### config.mk
export PLATFORM = sky130hd
export DESIGN_NAME = pairwise_beta_dissimilarity
export DESIGN_NICKNAME = d
export VERILOG_FILES = /design/src/sv/pbd_pkg.sv /design/src/sv/pbd_accum.sv /design/src/sv/pbd_divser.sv /design/src/sv/pairwise_beta_dissimilarity.sv
export SDC_FILE = /design/constraint.sdc
export NUM_CORES = 1
export LEC_CHECK = 0
export BUFFER_PORTS_ARGS = -buffer_cell sky130_fd_sc_hd__buf_2
export CAP_MARGIN = 20
export CORE_UTILIZATION = 60
export CTS_CLUSTER_DIAMETER = 120
export DETAILED_ROUTE_END_ITERATION = 12
export PLACE_DENSITY = 0.8
export SLEW_MARGIN = 10
export SYNTH_ARGS = -nofsm -noshare
export SYNTH_HDL_FRONTEND = slang
export SYNTH_SLANG_ARGS = --single-unit
### constraint.sdc
create_clock -name clk -period 17 [get_ports clk]
set_input_delay 1.7 -clock clk [delete_from_list [all_inputs] [get_ports clk]]
set_output_delay 1.7 -clock clk [all_outputs]
set_load 0.005 [all_outputs]
### src/sv/pbd_pkg.sv
// Shared types and constants for the pairwise beta dissimilarity block.
`timescale 1ns / 1ps

package pbd_pkg;

  localparam int ABUND_W  = 16;   // input abundance port width
  localparam int CNT_W    = 8;    // richness counters
  localparam int SUM_W    = 23;   // abundance sums
  localparam int TOT_W    = 24;   // sum of the two totals
  localparam int RSUM_W   = 9;    // sum of the two richness counts
  localparam int Q_W      = 17;   // Q1.16 dissimilarity
  localparam int QBITS    = 18;   // quotient bits, one per divider step
  localparam int STEP_W   = $clog2(QBITS);

  localparam logic [CNT_W-1:0] CNT_MAX = {CNT_W{1'b1}};
  localparam logic [SUM_W-1:0] SUM_MAX = {SUM_W{1'b1}};
  localparam logic [Q_W-1:0]   Q_ONE   = 17'd65536;

  // Accumulated statistics of one comparison.
  typedef struct packed {
    logic [CNT_W-1:0] rich_a;
    logic [CNT_W-1:0] rich_b;
    logic [CNT_W-1:0] shared;
    logic [SUM_W-1:0] min_sum;
    logic [SUM_W-1:0] tot_a;
    logic [SUM_W-1:0] tot_b;
  } acc_t;

  typedef enum logic {
    ST_IDLE,
    ST_DIV
  } state_t;

endpackage

### src/sv/pbd_accum.sv
// Per-species accumulators: richness, shared count, minimum sum and totals.
`timescale 1ns / 1ps

module pbd_accum #(
  parameter int ABUND_BITS = 16
) (
  input  logic                              clk,
  input  logic                              rst_n,
  input  logic                              take_i,
  input  logic                              last_i,
  input  logic [pbd_pkg::ABUND_W-1:0]       abund_a_i,
  input  logic [pbd_pkg::ABUND_W-1:0]       abund_b_i,
  output pbd_pkg::acc_t                     acc_o
);

  localparam int AW = (ABUND_BITS < pbd_pkg::ABUND_W) ? ABUND_BITS : pbd_pkg::ABUND_W;
  localparam logic [pbd_pkg::ABUND_W-1:0] AMASK =
    pbd_pkg::ABUND_W'((33'd1 << AW) - 33'd1);

  pbd_pkg::acc_t acc_r, acc_nxt;

  logic [pbd_pkg::ABUND_W-1:0] a_m, b_m, min_ab;
  logic                        nz_a, nz_b;

  function automatic logic [pbd_pkg::CNT_W-1:0] cnt_inc(
    input logic [pbd_pkg::CNT_W-1:0] c
  );
    return (c == pbd_pkg::CNT_MAX) ? c : c + pbd_pkg::CNT_W'(1);
  endfunction

  function automatic logic [pbd_pkg::SUM_W-1:0] sum_add(
    input logic [pbd_pkg::SUM_W-1:0]   s,
    input logic [pbd_pkg::ABUND_W-1:0] v
  );
    logic [pbd_pkg::SUM_W:0] t;
    t = {1'b0, s} + (pbd_pkg::SUM_W + 1)'(v);
    return t[pbd_pkg::SUM_W] ? pbd_pkg::SUM_MAX : t[pbd_pkg::SUM_W-1:0];
  endfunction

  always_comb begin
    a_m    = abund_a_i & AMASK;
    b_m    = abund_b_i & AMASK;
    nz_a   = |a_m;
    nz_b   = |b_m;
    min_ab = (a_m < b_m) ? a_m : b_m;

    acc_nxt = acc_r;
    if (nz_a) acc_nxt.rich_a = cnt_inc(acc_r.rich_a);
    if (nz_b) acc_nxt.rich_b = cnt_inc(acc_r.rich_b);
    if (nz_a && nz_b) begin
      acc_nxt.shared  = cnt_inc(acc_r.shared);
      acc_nxt.min_sum = sum_add(acc_r.min_sum, min_ab);
    end
    acc_nxt.tot_a = sum_add(acc_r.tot_a, a_m);
    acc_nxt.tot_b = sum_add(acc_r.tot_b, b_m);
  end

  // The updated statistics go out unregistered so the last item is included.
  assign acc_o = acc_nxt;

  always_ff @(posedge clk) begin
    if (!rst_n) begin
      acc_r <= '0;
    end else if (take_i) begin
      acc_r <= last_i ? '0 : acc_nxt;
    end
  end

endmodule

### src/sv/pbd_divser.sv
// Bit-serial restoring divider giving the Q1.16 dissimilarity 1 - 2*num/den.
`timescale 1ns / 1ps

module pbd_divser #(
  parameter int NUM_W = 8,
  parameter int DEN_W = 9
) (
  input  logic                      clk,
  input  logic                      rst_n,
  input  logic                      start_i,
  input  logic [NUM_W-1:0]          num_i,
  input  logic [DEN_W-1:0]          den_i,
  output logic                      done_o,
  output logic [pbd_pkg::Q_W-1:0]   dissim_o
);

  logic [DEN_W:0]                 rem_r, rem_nxt, rem_sel;
  logic [DEN_W-1:0]               den_r;
  logic [pbd_pkg::QBITS-1:0]      q_r, q_clip;
  logic [pbd_pkg::STEP_W-1:0]     step_r;
  logic                           busy_r;
  logic                           ge;

  // One quotient bit per cycle, most significant (weight 2^17) first.
  // The numerator never exceeds the denominator, so the remainder stays below 2*den.
  always_comb begin
    ge      = rem_r >= {1'b0, den_r};
    rem_sel = ge ? rem_r - {1'b0, den_r} : rem_r;
    rem_nxt = {rem_sel[DEN_W-1:0], 1'b0};
  end

  always_ff @(posedge clk) begin
    if (!rst_n) begin
      busy_r <= 1'b0;
      step_r <= '0;
    end else if (start_i) begin
      busy_r <= 1'b1;
      step_r <= '0;
    end else if (busy_r) begin
      step_r <= step_r + pbd_pkg::STEP_W'(1);
      if (step_r == pbd_pkg::STEP_W'(pbd_pkg::QBITS - 1)) busy_r <= 1'b0;
    end
  end

  always_ff @(posedge clk) begin
    if (start_i) begin
      rem_r <= (DEN_W + 1)'(num_i);
      den_r <= den_i;
      q_r   <= '0;
    end else if (busy_r) begin
      rem_r <= rem_nxt;
      q_r   <= {q_r[pbd_pkg::QBITS-2:0], ge};
    end
  end

  always_comb begin
    q_clip = (q_r > pbd_pkg::QBITS'(pbd_pkg::Q_ONE)) ? pbd_pkg::QBITS'(pbd_pkg::Q_ONE) : q_r;
    if (den_r == '0) begin
      dissim_o = '0;
    end else begin
      dissim_o = pbd_pkg::Q_ONE - q_clip[pbd_pkg::Q_W-1:0];
    end
  end

  assign done_o = !busy_r;

endmodule

### src/sv/pairwise_beta_dissimilarity.sv
// Top level: Sorensen and Bray-Curtis dissimilarity of two communities.
// Species items are taken one per cycle, but a last-species item waits while the
// previous comparison is divided; accumulation of the next comparison runs meanwhile.
// The dividers start on the edge that accepts the last species item; the result is loaded
// into the output once every quotient bit (one per cycle) is done and the output is free.
// A last-species item is held off until the previous result has moved to the output.
// Synchronous active-low reset clears all accumulators and empties the output.
`timescale 1ns / 1ps

module pairwise_beta_dissimilarity #(
  parameter int ABUND_BITS = 16
) (
  input  logic                              clk,
  input  logic                              rst_n,
  input  logic                              in_valid,
  output logic                              in_ready,
  input  logic [pbd_pkg::ABUND_W-1:0]       in_abund_a,
  input  logic [pbd_pkg::ABUND_W-1:0]       in_abund_b,
  input  logic                              in_last_species,
  output logic                              out_valid,
  input  logic                              out_ready,
  output logic [pbd_pkg::CNT_W-1:0]         out_richness_a,
  output logic [pbd_pkg::CNT_W-1:0]         out_richness_b,
  output logic [pbd_pkg::CNT_W-1:0]         out_shared_species,
  output logic [pbd_pkg::CNT_W-1:0]         out_delta_richness,
  output logic [pbd_pkg::SUM_W-1:0]         out_total_a,
  output logic [pbd_pkg::SUM_W-1:0]         out_total_b,
  output logic [pbd_pkg::SUM_W-1:0]         out_delta_total,
  output logic [pbd_pkg::TOT_W-1:0]         out_sum_of_totals,
  output logic [pbd_pkg::SUM_W-1:0]         out_min_sum,
  output logic [pbd_pkg::Q_W-1:0]           out_sorensen_dissim,
  output logic [pbd_pkg::Q_W-1:0]           out_bray_curtis_dissim,
  output logic                              out_both_empty
);

  pbd_pkg::state_t state_r, state_nxt;
  pbd_pkg::acc_t   acc, snap_r;

  logic take, take_last, start, load;
  logic out_valid_r, out_valid_nxt;
  logic sor_done, bc_done;
  logic [pbd_pkg::Q_W-1:0]    sor_q, bc_q;
  logic [pbd_pkg::RSUM_W-1:0] rsum;
  logic [pbd_pkg::TOT_W-1:0]  tsum;

  logic [pbd_pkg::CNT_W-1:0]  rich_a_r, rich_b_r, shared_r, d_rich_r;
  logic [pbd_pkg::SUM_W-1:0]  tot_a_r, tot_b_r, d_tot_r, min_sum_r;
  logic [pbd_pkg::TOT_W-1:0]  sum_tot_r;
  logic [pbd_pkg::Q_W-1:0]    sor_r, bc_r;
  logic                       empty_r;

  assign in_ready  = (state_r == pbd_pkg::ST_IDLE) || !in_last_species;
  assign take      = in_valid && in_ready;
  assign take_last = take && in_last_species;

  pbd_accum #(
    .ABUND_BITS (ABUND_BITS)
  ) u_accum (
    .clk       (clk),
    .rst_n     (rst_n),
    .take_i    (take),
    .last_i    (in_last_species),
    .abund_a_i (in_abund_a),
    .abund_b_i (in_abund_b),
    .acc_o     (acc)
  );

  assign rsum = pbd_pkg::RSUM_W'(acc.rich_a) + pbd_pkg::RSUM_W'(acc.rich_b);
  assign tsum = pbd_pkg::TOT_W'(acc.tot_a) + pbd_pkg::TOT_W'(acc.tot_b);

  pbd_divser #(
    .NUM_W (pbd_pkg::CNT_W),
    .DEN_W (pbd_pkg::RSUM_W)
  ) u_div_sor (
    .clk      (clk),
    .rst_n    (rst_n),
    .start_i  (start),
    .num_i    (acc.shared),
    .den_i    (rsum),
    .done_o   (sor_done),
    .dissim_o (sor_q)
  );

  pbd_divser #(
    .NUM_W (pbd_pkg::SUM_W),
    .DEN_W (pbd_pkg::TOT_W)
  ) u_div_bc (
    .clk      (clk),
    .rst_n    (rst_n),
    .start_i  (start),
    .num_i    (acc.min_sum),
    .den_i    (tsum),
    .done_o   (bc_done),
    .dissim_o (bc_q)
  );

  always_ff @(posedge clk) begin
    if (!rst_n) begin
      state_r     <= pbd_pkg::ST_IDLE;
      out_valid_r <= 1'b0;
    end else begin
      state_r     <= state_nxt;
      out_valid_r <= out_valid_nxt;
    end
  end

  always_comb begin
    state_nxt     = state_r;
    start         = 1'b0;
    load          = 1'b0;
    out_valid_nxt = out_valid_r && !out_ready;
    case (state_r)
      pbd_pkg::ST_IDLE: begin
        if (take_last) begin
          start     = 1'b1;
          state_nxt = pbd_pkg::ST_DIV;
        end
      end
      pbd_pkg::ST_DIV: begin
        // The result moves out once both dividers are done and the output register is free.
        if (sor_done && bc_done && (!out_valid_r || out_ready)) begin
          load          = 1'b1;
          out_valid_nxt = 1'b1;
          state_nxt     = pbd_pkg::ST_IDLE;
        end
      end
      default: begin
        state_nxt = pbd_pkg::ST_IDLE;
      end
    endcase
  end

  always_ff @(posedge clk) begin
    if (take_last) snap_r <= acc;
  end

  always_ff @(posedge clk) begin
    if (load) begin
      rich_a_r  <= snap_r.rich_a;
      rich_b_r  <= snap_r.rich_b;
      shared_r  <= snap_r.shared;
      d_rich_r  <= (snap_r.rich_a > snap_r.rich_b) ? snap_r.rich_a - snap_r.rich_b
                                                   : snap_r.rich_b - snap_r.rich_a;
      tot_a_r   <= snap_r.tot_a;
      tot_b_r   <= snap_r.tot_b;
      d_tot_r   <= (snap_r.tot_a > snap_r.tot_b) ? snap_r.tot_a - snap_r.tot_b
                                                 : snap_r.tot_b - snap_r.tot_a;
      sum_tot_r <= pbd_pkg::TOT_W'(snap_r.tot_a) + pbd_pkg::TOT_W'(snap_r.tot_b);
      min_sum_r <= snap_r.min_sum;
      sor_r     <= sor_q;
      bc_r      <= bc_q;
      empty_r   <= (snap_r.rich_a == '0) && (snap_r.rich_b == '0);
    end
  end

  assign out_valid              = out_valid_r;
  assign out_richness_a         = rich_a_r;
  assign out_richness_b         = rich_b_r;
  assign out_shared_species     = shared_r;
  assign out_delta_richness     = d_rich_r;
  assign out_total_a            = tot_a_r;
  assign out_total_b            = tot_b_r;
  assign out_delta_total        = d_tot_r;
  assign out_sum_of_totals      = sum_tot_r;
  assign out_min_sum            = min_sum_r;
  assign out_sorensen_dissim    = sor_r;
  assign out_bray_curtis_dissim = bc_r;
  assign out_both_empty         = empty_r;

  a_ready_only_last: assert property (@(posedge clk) disable iff (!rst_n)
    !in_ready |-> in_last_species && state_r == pbd_pkg::ST_DIV)
    else $error("input stalled on an item that is not the last species");

  a_div_lockstep: assert property (@(posedge clk) disable iff (!rst_n)
    sor_done == bc_done)
    else $error("the two dividers are out of step");

  a_empty_zero: assert property (@(posedge clk) disable iff (!rst_n)
    out_valid && out_both_empty |->
      out_sorensen_dissim == '0 && out_bray_curtis_dissim == '0)
    else $error("empty communities must report zero dissimilarity");

  a_shared_bound: assert property (@(posedge clk) disable iff (!rst_n)
    out_valid |-> out_shared_species <= out_richness_a &&
                  out_shared_species <= out_richness_b &&
                  out_sorensen_dissim <= pbd_pkg::Q_ONE)
    else $error("shared count or dissimilarity out of range");

endmodule

==> results list <==
- Filler cells: 3370
* Synthesized Nets: 3013
- Area of the multi-input gates: roughly 14000 um^2
- First-pass GRT wire length: between 100000 and 150000 um
- TritonCTS built the clock tree.
- Number of distinct standard cells referenced by the synthesized netlist: 80
* Cell taking the most area after synthesis: sky130_fd_sc_hd__edfxtp_1
- Mapped Avg Cell Area: roughly 10 um^2
* RR Startpoint: u_accum.acc_r[12]
- Hold-fix buffers, CTS: 0
- Across the run, the number of max-cap violations was 0.
* Number of non-filler instances in the completed layout: 3584
* I/O Pins: between 200 and 250
- Reg clk slew, reported paths: roughly 0.060 ns
- Global routing finished with a remaining overflow of 0.
- Drt first pass iters: 6
- In this run the deepest clock path goes through 3 buffers.
- Among all flip-flop cells after synthesis, the most frequent one is sky130_fd_sc_hd__edfxtp_1.
* Area fraction of the dominant cell type after synthesis: 36.3%
- The internal portion of the total power is 0.00243 W.
* Final worst-path cycle share: between 40 and 50%
- Nature of the critical path startpoint: input pin
- In the final routed layout, each cell accounts on average for 19.7 um.
- Hold Startpoint: snap_r[52]
- Of the total power, the share spent switching nets is 30.8%.
- The critical path in this run is classified as in -> reg.
- Via count of the routed design: between 20000 and 25000
- For this run, the number of Yosys warnings is 0.
- The number of hold violations in the final report was 0.
- Largest net degree at the start of global routing: 90
- The mapped netlist covers around 28000 um^2.
- IO buf count: roughly 220
- At the worst endpoint, the arrival time is roughly 7.3 ns.
* Relative area change from synthesis to final layout: 11.8%
- The initial utilization of the core area, before any placement, comes to 61.3%.
- Number of cells on the worst hold path: 0
- After routing the design area is 31400 um^2.
- Crit Reg-Reg Endpoint: u_div_bc.den_r[22]
* Most common cell in the synthesized netlist: sky130_fd_sc_hd__edfxtp_1
* Post-route DRC: 0
- Number of CTS-inserted buffers: just over 50
* Number of nets with antenna violations after detailed routing: 0
- The worst hold path belongs to the class reg -> reg.
* Via count of the first global-routing pass: between 20000 and 25000
- Counting flops with an async set or reset pin after synthesis yields a share of 0%.
- The initial antenna violation count is 0.
- Die X: 218 um
* Post-CTS Setup Bufs: 0
- Post-synth EDFFs: 339
- Setup violations remaining at the end of the flow were counted as 0.
* Part of the power in registers: between 40% and 50%
- Tmin final: between 6 and 7 ns
- Worst-case headroom to the max-slew limit: around 27%
* Final slew viol count: 0
- Once the clock tree was built, the resizer swapped 0 gates to a different size.
- The later pin in the worst-skew pair is clocked with a latency of 0.60 ns.
- Layout Skew: about 0.015 ns
* Maximum vdd ir drop: between 0.1 and 0.15 mV
* Switching power summed over all nets: about 0.0011 W
- Measured in cells, the most critical reg-to-reg path has a length of 20.
* Finished Core Util: about two thirds
- At the pin with the least slew margin, the transition time is approximately 1.1 ns.
* Hold path endpoint: out_min_sum[6]
- Setup slack closes at about 10 ns.
- Routability-driven placement finished with a final weighted congestion of roughly 0.94.
- Number of clock sinks seen by CTS: 486
* Unrepaired setup endpoints after global routing: false
- FF-to-FF setup slack: between 10 and 15 ns
* Clock share of power: between 30% and 40%
- Pwr/cell area: 112 nW/um^2
- Ranked by instance count, the synthesized netlist is headed by sky130_fd_sc_hd__edfxtp_1 (339), sky130_fd_sc_hd__ha_1 (219), sky130_fd_sc_hd__nor2_1 (211), sky130_fd_sc_hd__inv_1 (205), sky130_fd_sc_hd__a21oi_1 (196).
* Per-cell via count in the routed design: just over 6
- Die outline area: 47700 um^2
* Clock Tree Root: sky130_fd_sc_hd__clkbuf_16
- For this run, the register share of the synthesized area comes to 46.7%.
- Violation count after the first detailed-routing iteration: 1679
* Diodes inserted: 0
- Top cells by area, synth: sky130_fd_sc_hd__edfxtp_1 (36%), sky130_fd_sc_hd__dfxtp_1 (10%), sky130_fd_sc_hd__ha_1 (9.8%)
- Critical path capture point type: register
* Seq cells post-synth: between 400 and 500
- The total area inside the core boundary comes to approximately 46000 um^2.
- Pre-CTS setup slack: roughly 9.6 ns
- Summed negative setup slack over all endpoints: 0 ns
* Cell count after synthesis: 2745
- Post-Place Cells: ~3500
* Final net count: ~3200
- In the final layout, flip-flops and latches occupy approximately 13000 um^2.
- Global routing used 29.7% of the available tracks.
* Area after DPL: approximately 30000 um^2
- Of all nets on the critical path, the largest fanout is 20.
- Cells with a size suffix above 1 make up 12.9% of the layout.
- Leakage power figure: around 13 nW
- The run finished with clean final reports.
- Timing would allow up to 144 MHz.
* Number of core rows: 78
- The final layout contains routed wiring with a total length of a little over 70000 um.
* CTS H-Tree Depth: 2
- Data on the critical path is required at its endpoint by ~17 ns.
- Die outline height: around 220 um
* Comb pwr share: a little over a quarter
- Detailed placer's ending HPWL: roughly 52000 um
-- critical path, stage by stage --
cell and delay, ns:
sky130_fd_sc_hd__buf_2 0.16, sky130_fd_sc_hd__ha_1 0.38, sky130_fd_sc_hd__a21oi_1 0.27, sky130_fd_sc_hd__o21ai_0 0.14
sky130_fd_sc_hd__a2111oi_0 0.62, sky130_fd_sc_hd__o31a_1 0.36, sky130_fd_sc_hd__a211oi_2 0.19, sky130_fd_sc_hd__nand4_1 0.13
sky130_fd_sc_hd__buf_4 0.24, sky130_fd_sc_hd__nand2b_1 0.16, sky130_fd_sc_hd__ha_1 0.26, sky130_fd_sc_hd__fa_1 0.44
sky130_fd_sc_hd__a211oi_1 0.43, sky130_fd_sc_hd__o21bai_1 0.14, sky130_fd_sc_hd__a21o_1 0.23, sky130_fd_sc_hd__a211oi_1 0.38
sky130_fd_sc_hd__o21ai_1 0.13, sky130_fd_sc_hd__a21oi_1 0.27, sky130_fd_sc_hd__o31ai_1 0.15, sky130_fd_sc_hd__o41ai_1 0.34
sky130_fd_sc_hd__xnor2_1 0.12
-- per-stage QoR --
stage | total power [W] | hold WS (ns)
after detailed placement | 0.00238 | 0.405
after floorplan | 0.00215 | 0.400
after global placement | 0.00236 | 0.402
after CTS | 0.00352 | 0.417
after global routing | 0.00368 | 0.420
final | 0.00351 | 0.413
-- per-layer routing --
layer  wire length [um]  track usage, %
met1              30900            40.7
met2              33100            48.4
met3               4290            3.98
met4               2250            10.1
met5                  0               0
-- cell type report --
class / instances / area share (%)
multi-input cells: 1960 / 44.0
flip-flops and latches: 486 / 41.8
repair buffers: 237 / 3.91
clock inverters: 25 / 0.777
well taps: 600 / 2.39
clock buffers: 70 / 4.62
inverters: 206 / 2.48
-- power by group through the flow --
stage | Clock (W) | Sequential [W] | Combinational, W
6_report | 0.00113 | 0.00146 | 0.000921
4_1_cts | 0.00115 | 0.00146 | 0.000910
5_1_grt | 0.00119 | 0.00147 | 0.00102
3_5_place_dp | 0 | 0.00148 | 0.000898
3_3_place_gp | 0 | 0.00148 | 0.000874
2_1_floorplan | 0 | 0.00147 | 0.000675
-- placed cells by master (no fill, tap or decap), types with 24 or more instances in the layout --
| cell | netlist | final |
|---|---|---|
| sky130_fd_sc_hd__a21o_1 | 66 | 66 |
| sky130_fd_sc_hd__a21oi_1 | 196 | 196 |
| sky130_fd_sc_hd__a22o_1 | 51 | 51 |
| sky130_fd_sc_hd__a31oi_1 | 29 | 29 |
| sky130_fd_sc_hd__buf_2 | 13 | 221 |
| sky130_fd_sc_hd__clkbuf_16 | 0 | 54 |
| sky130_fd_sc_hd__dfxtp_1 | 147 | 147 |
| sky130_fd_sc_hd__edfxtp_1 | 339 | 339 |
| sky130_fd_sc_hd__ha_1 | 219 | 219 |
| sky130_fd_sc_hd__inv_1 | 205 | 204 |
| sky130_fd_sc_hd__mux2_2 | 31 | 31 |
| sky130_fd_sc_hd__mux2i_1 | 59 | 59 |
| sky130_fd_sc_hd__nand2_1 | 194 | 193 |
| sky130_fd_sc_hd__nand2b_1 | 36 | 36 |
| sky130_fd_sc_hd__nand3_1 | 49 | 49 |
| sky130_fd_sc_hd__nand4_1 | 30 | 30 |
| sky130_fd_sc_hd__nor2_1 | 211 | 210 |
| sky130_fd_sc_hd__nor2b_1 | 51 | 51 |
| sky130_fd_sc_hd__nor3_1 | 41 | 41 |
| sky130_fd_sc_hd__o21a_1 | 27 | 27 |
| sky130_fd_sc_hd__o21ai_0 | 129 | 128 |
| sky130_fd_sc_hd__o21bai_1 | 37 | 37 |
| sky130_fd_sc_hd__o31ai_1 | 24 | 24 |
| sky130_fd_sc_hd__xnor2_1 | 113 | 113 |
| sky130_fd_sc_hd__xor2_1 | 58 | 58 |
-- kinds of logic (layout without fill, tap and decap cells) --
group	Yosys count	count (layout)	synth area share [%]
AO/OA/AOI/OAI	734	734	17.2
XOR/XNOR	171	171	5.33
adder cells (fa/ha/maj)	231	231	10.6
buffers and inverters	299	538	4.10
flip-flops	486	486	46.7
multiplexers	90	90	3.35
AND/OR/NAND/NOR	734	734	12.6
-- flip-flops by register name, summed over array words and instances, names as in the netlist, 5 cells and up --
signal,count
u_div_sor.step_r,5
u_div_bc.den_r,24
out_bray_curtis_dissim,17
out_delta_total,23
out_min_sum,23
out_shared_species,8
u_div_sor.rem_r,10
out_sorensen_dissim,17
out_sum_of_totals,23
u_div_sor.den_r,9
out_richness_a,8
u_div_sor.q_r,18
snap_r,93
u_div_bc.rem_r,25
u_accum.acc_r,93
out_richness_b,8
out_total_a,23
out_total_b,23
out_delta_richness,8
u_div_bc.q_r,18
u_div_bc.step_r,5
-- worst max path at each step --
stage | startpoint | end | cells past startpoint
after floorplan | out_ready | out_both_empty | 2
after global placement | in_abund_a[12] | u_div_bc.den_r[22] | 21
after detailed placement | in_abund_a[12] | u_div_bc.den_r[22] | 21
after CTS | in_abund_a[12] | u_div_bc.den_r[22] | 21
after global routing | in_abund_b[12] | u_div_bc.den_r[22] | 21
final | in_abund_b[12] | u_div_bc.den_r[22] | 21
(Power assumes the default switching activity.)
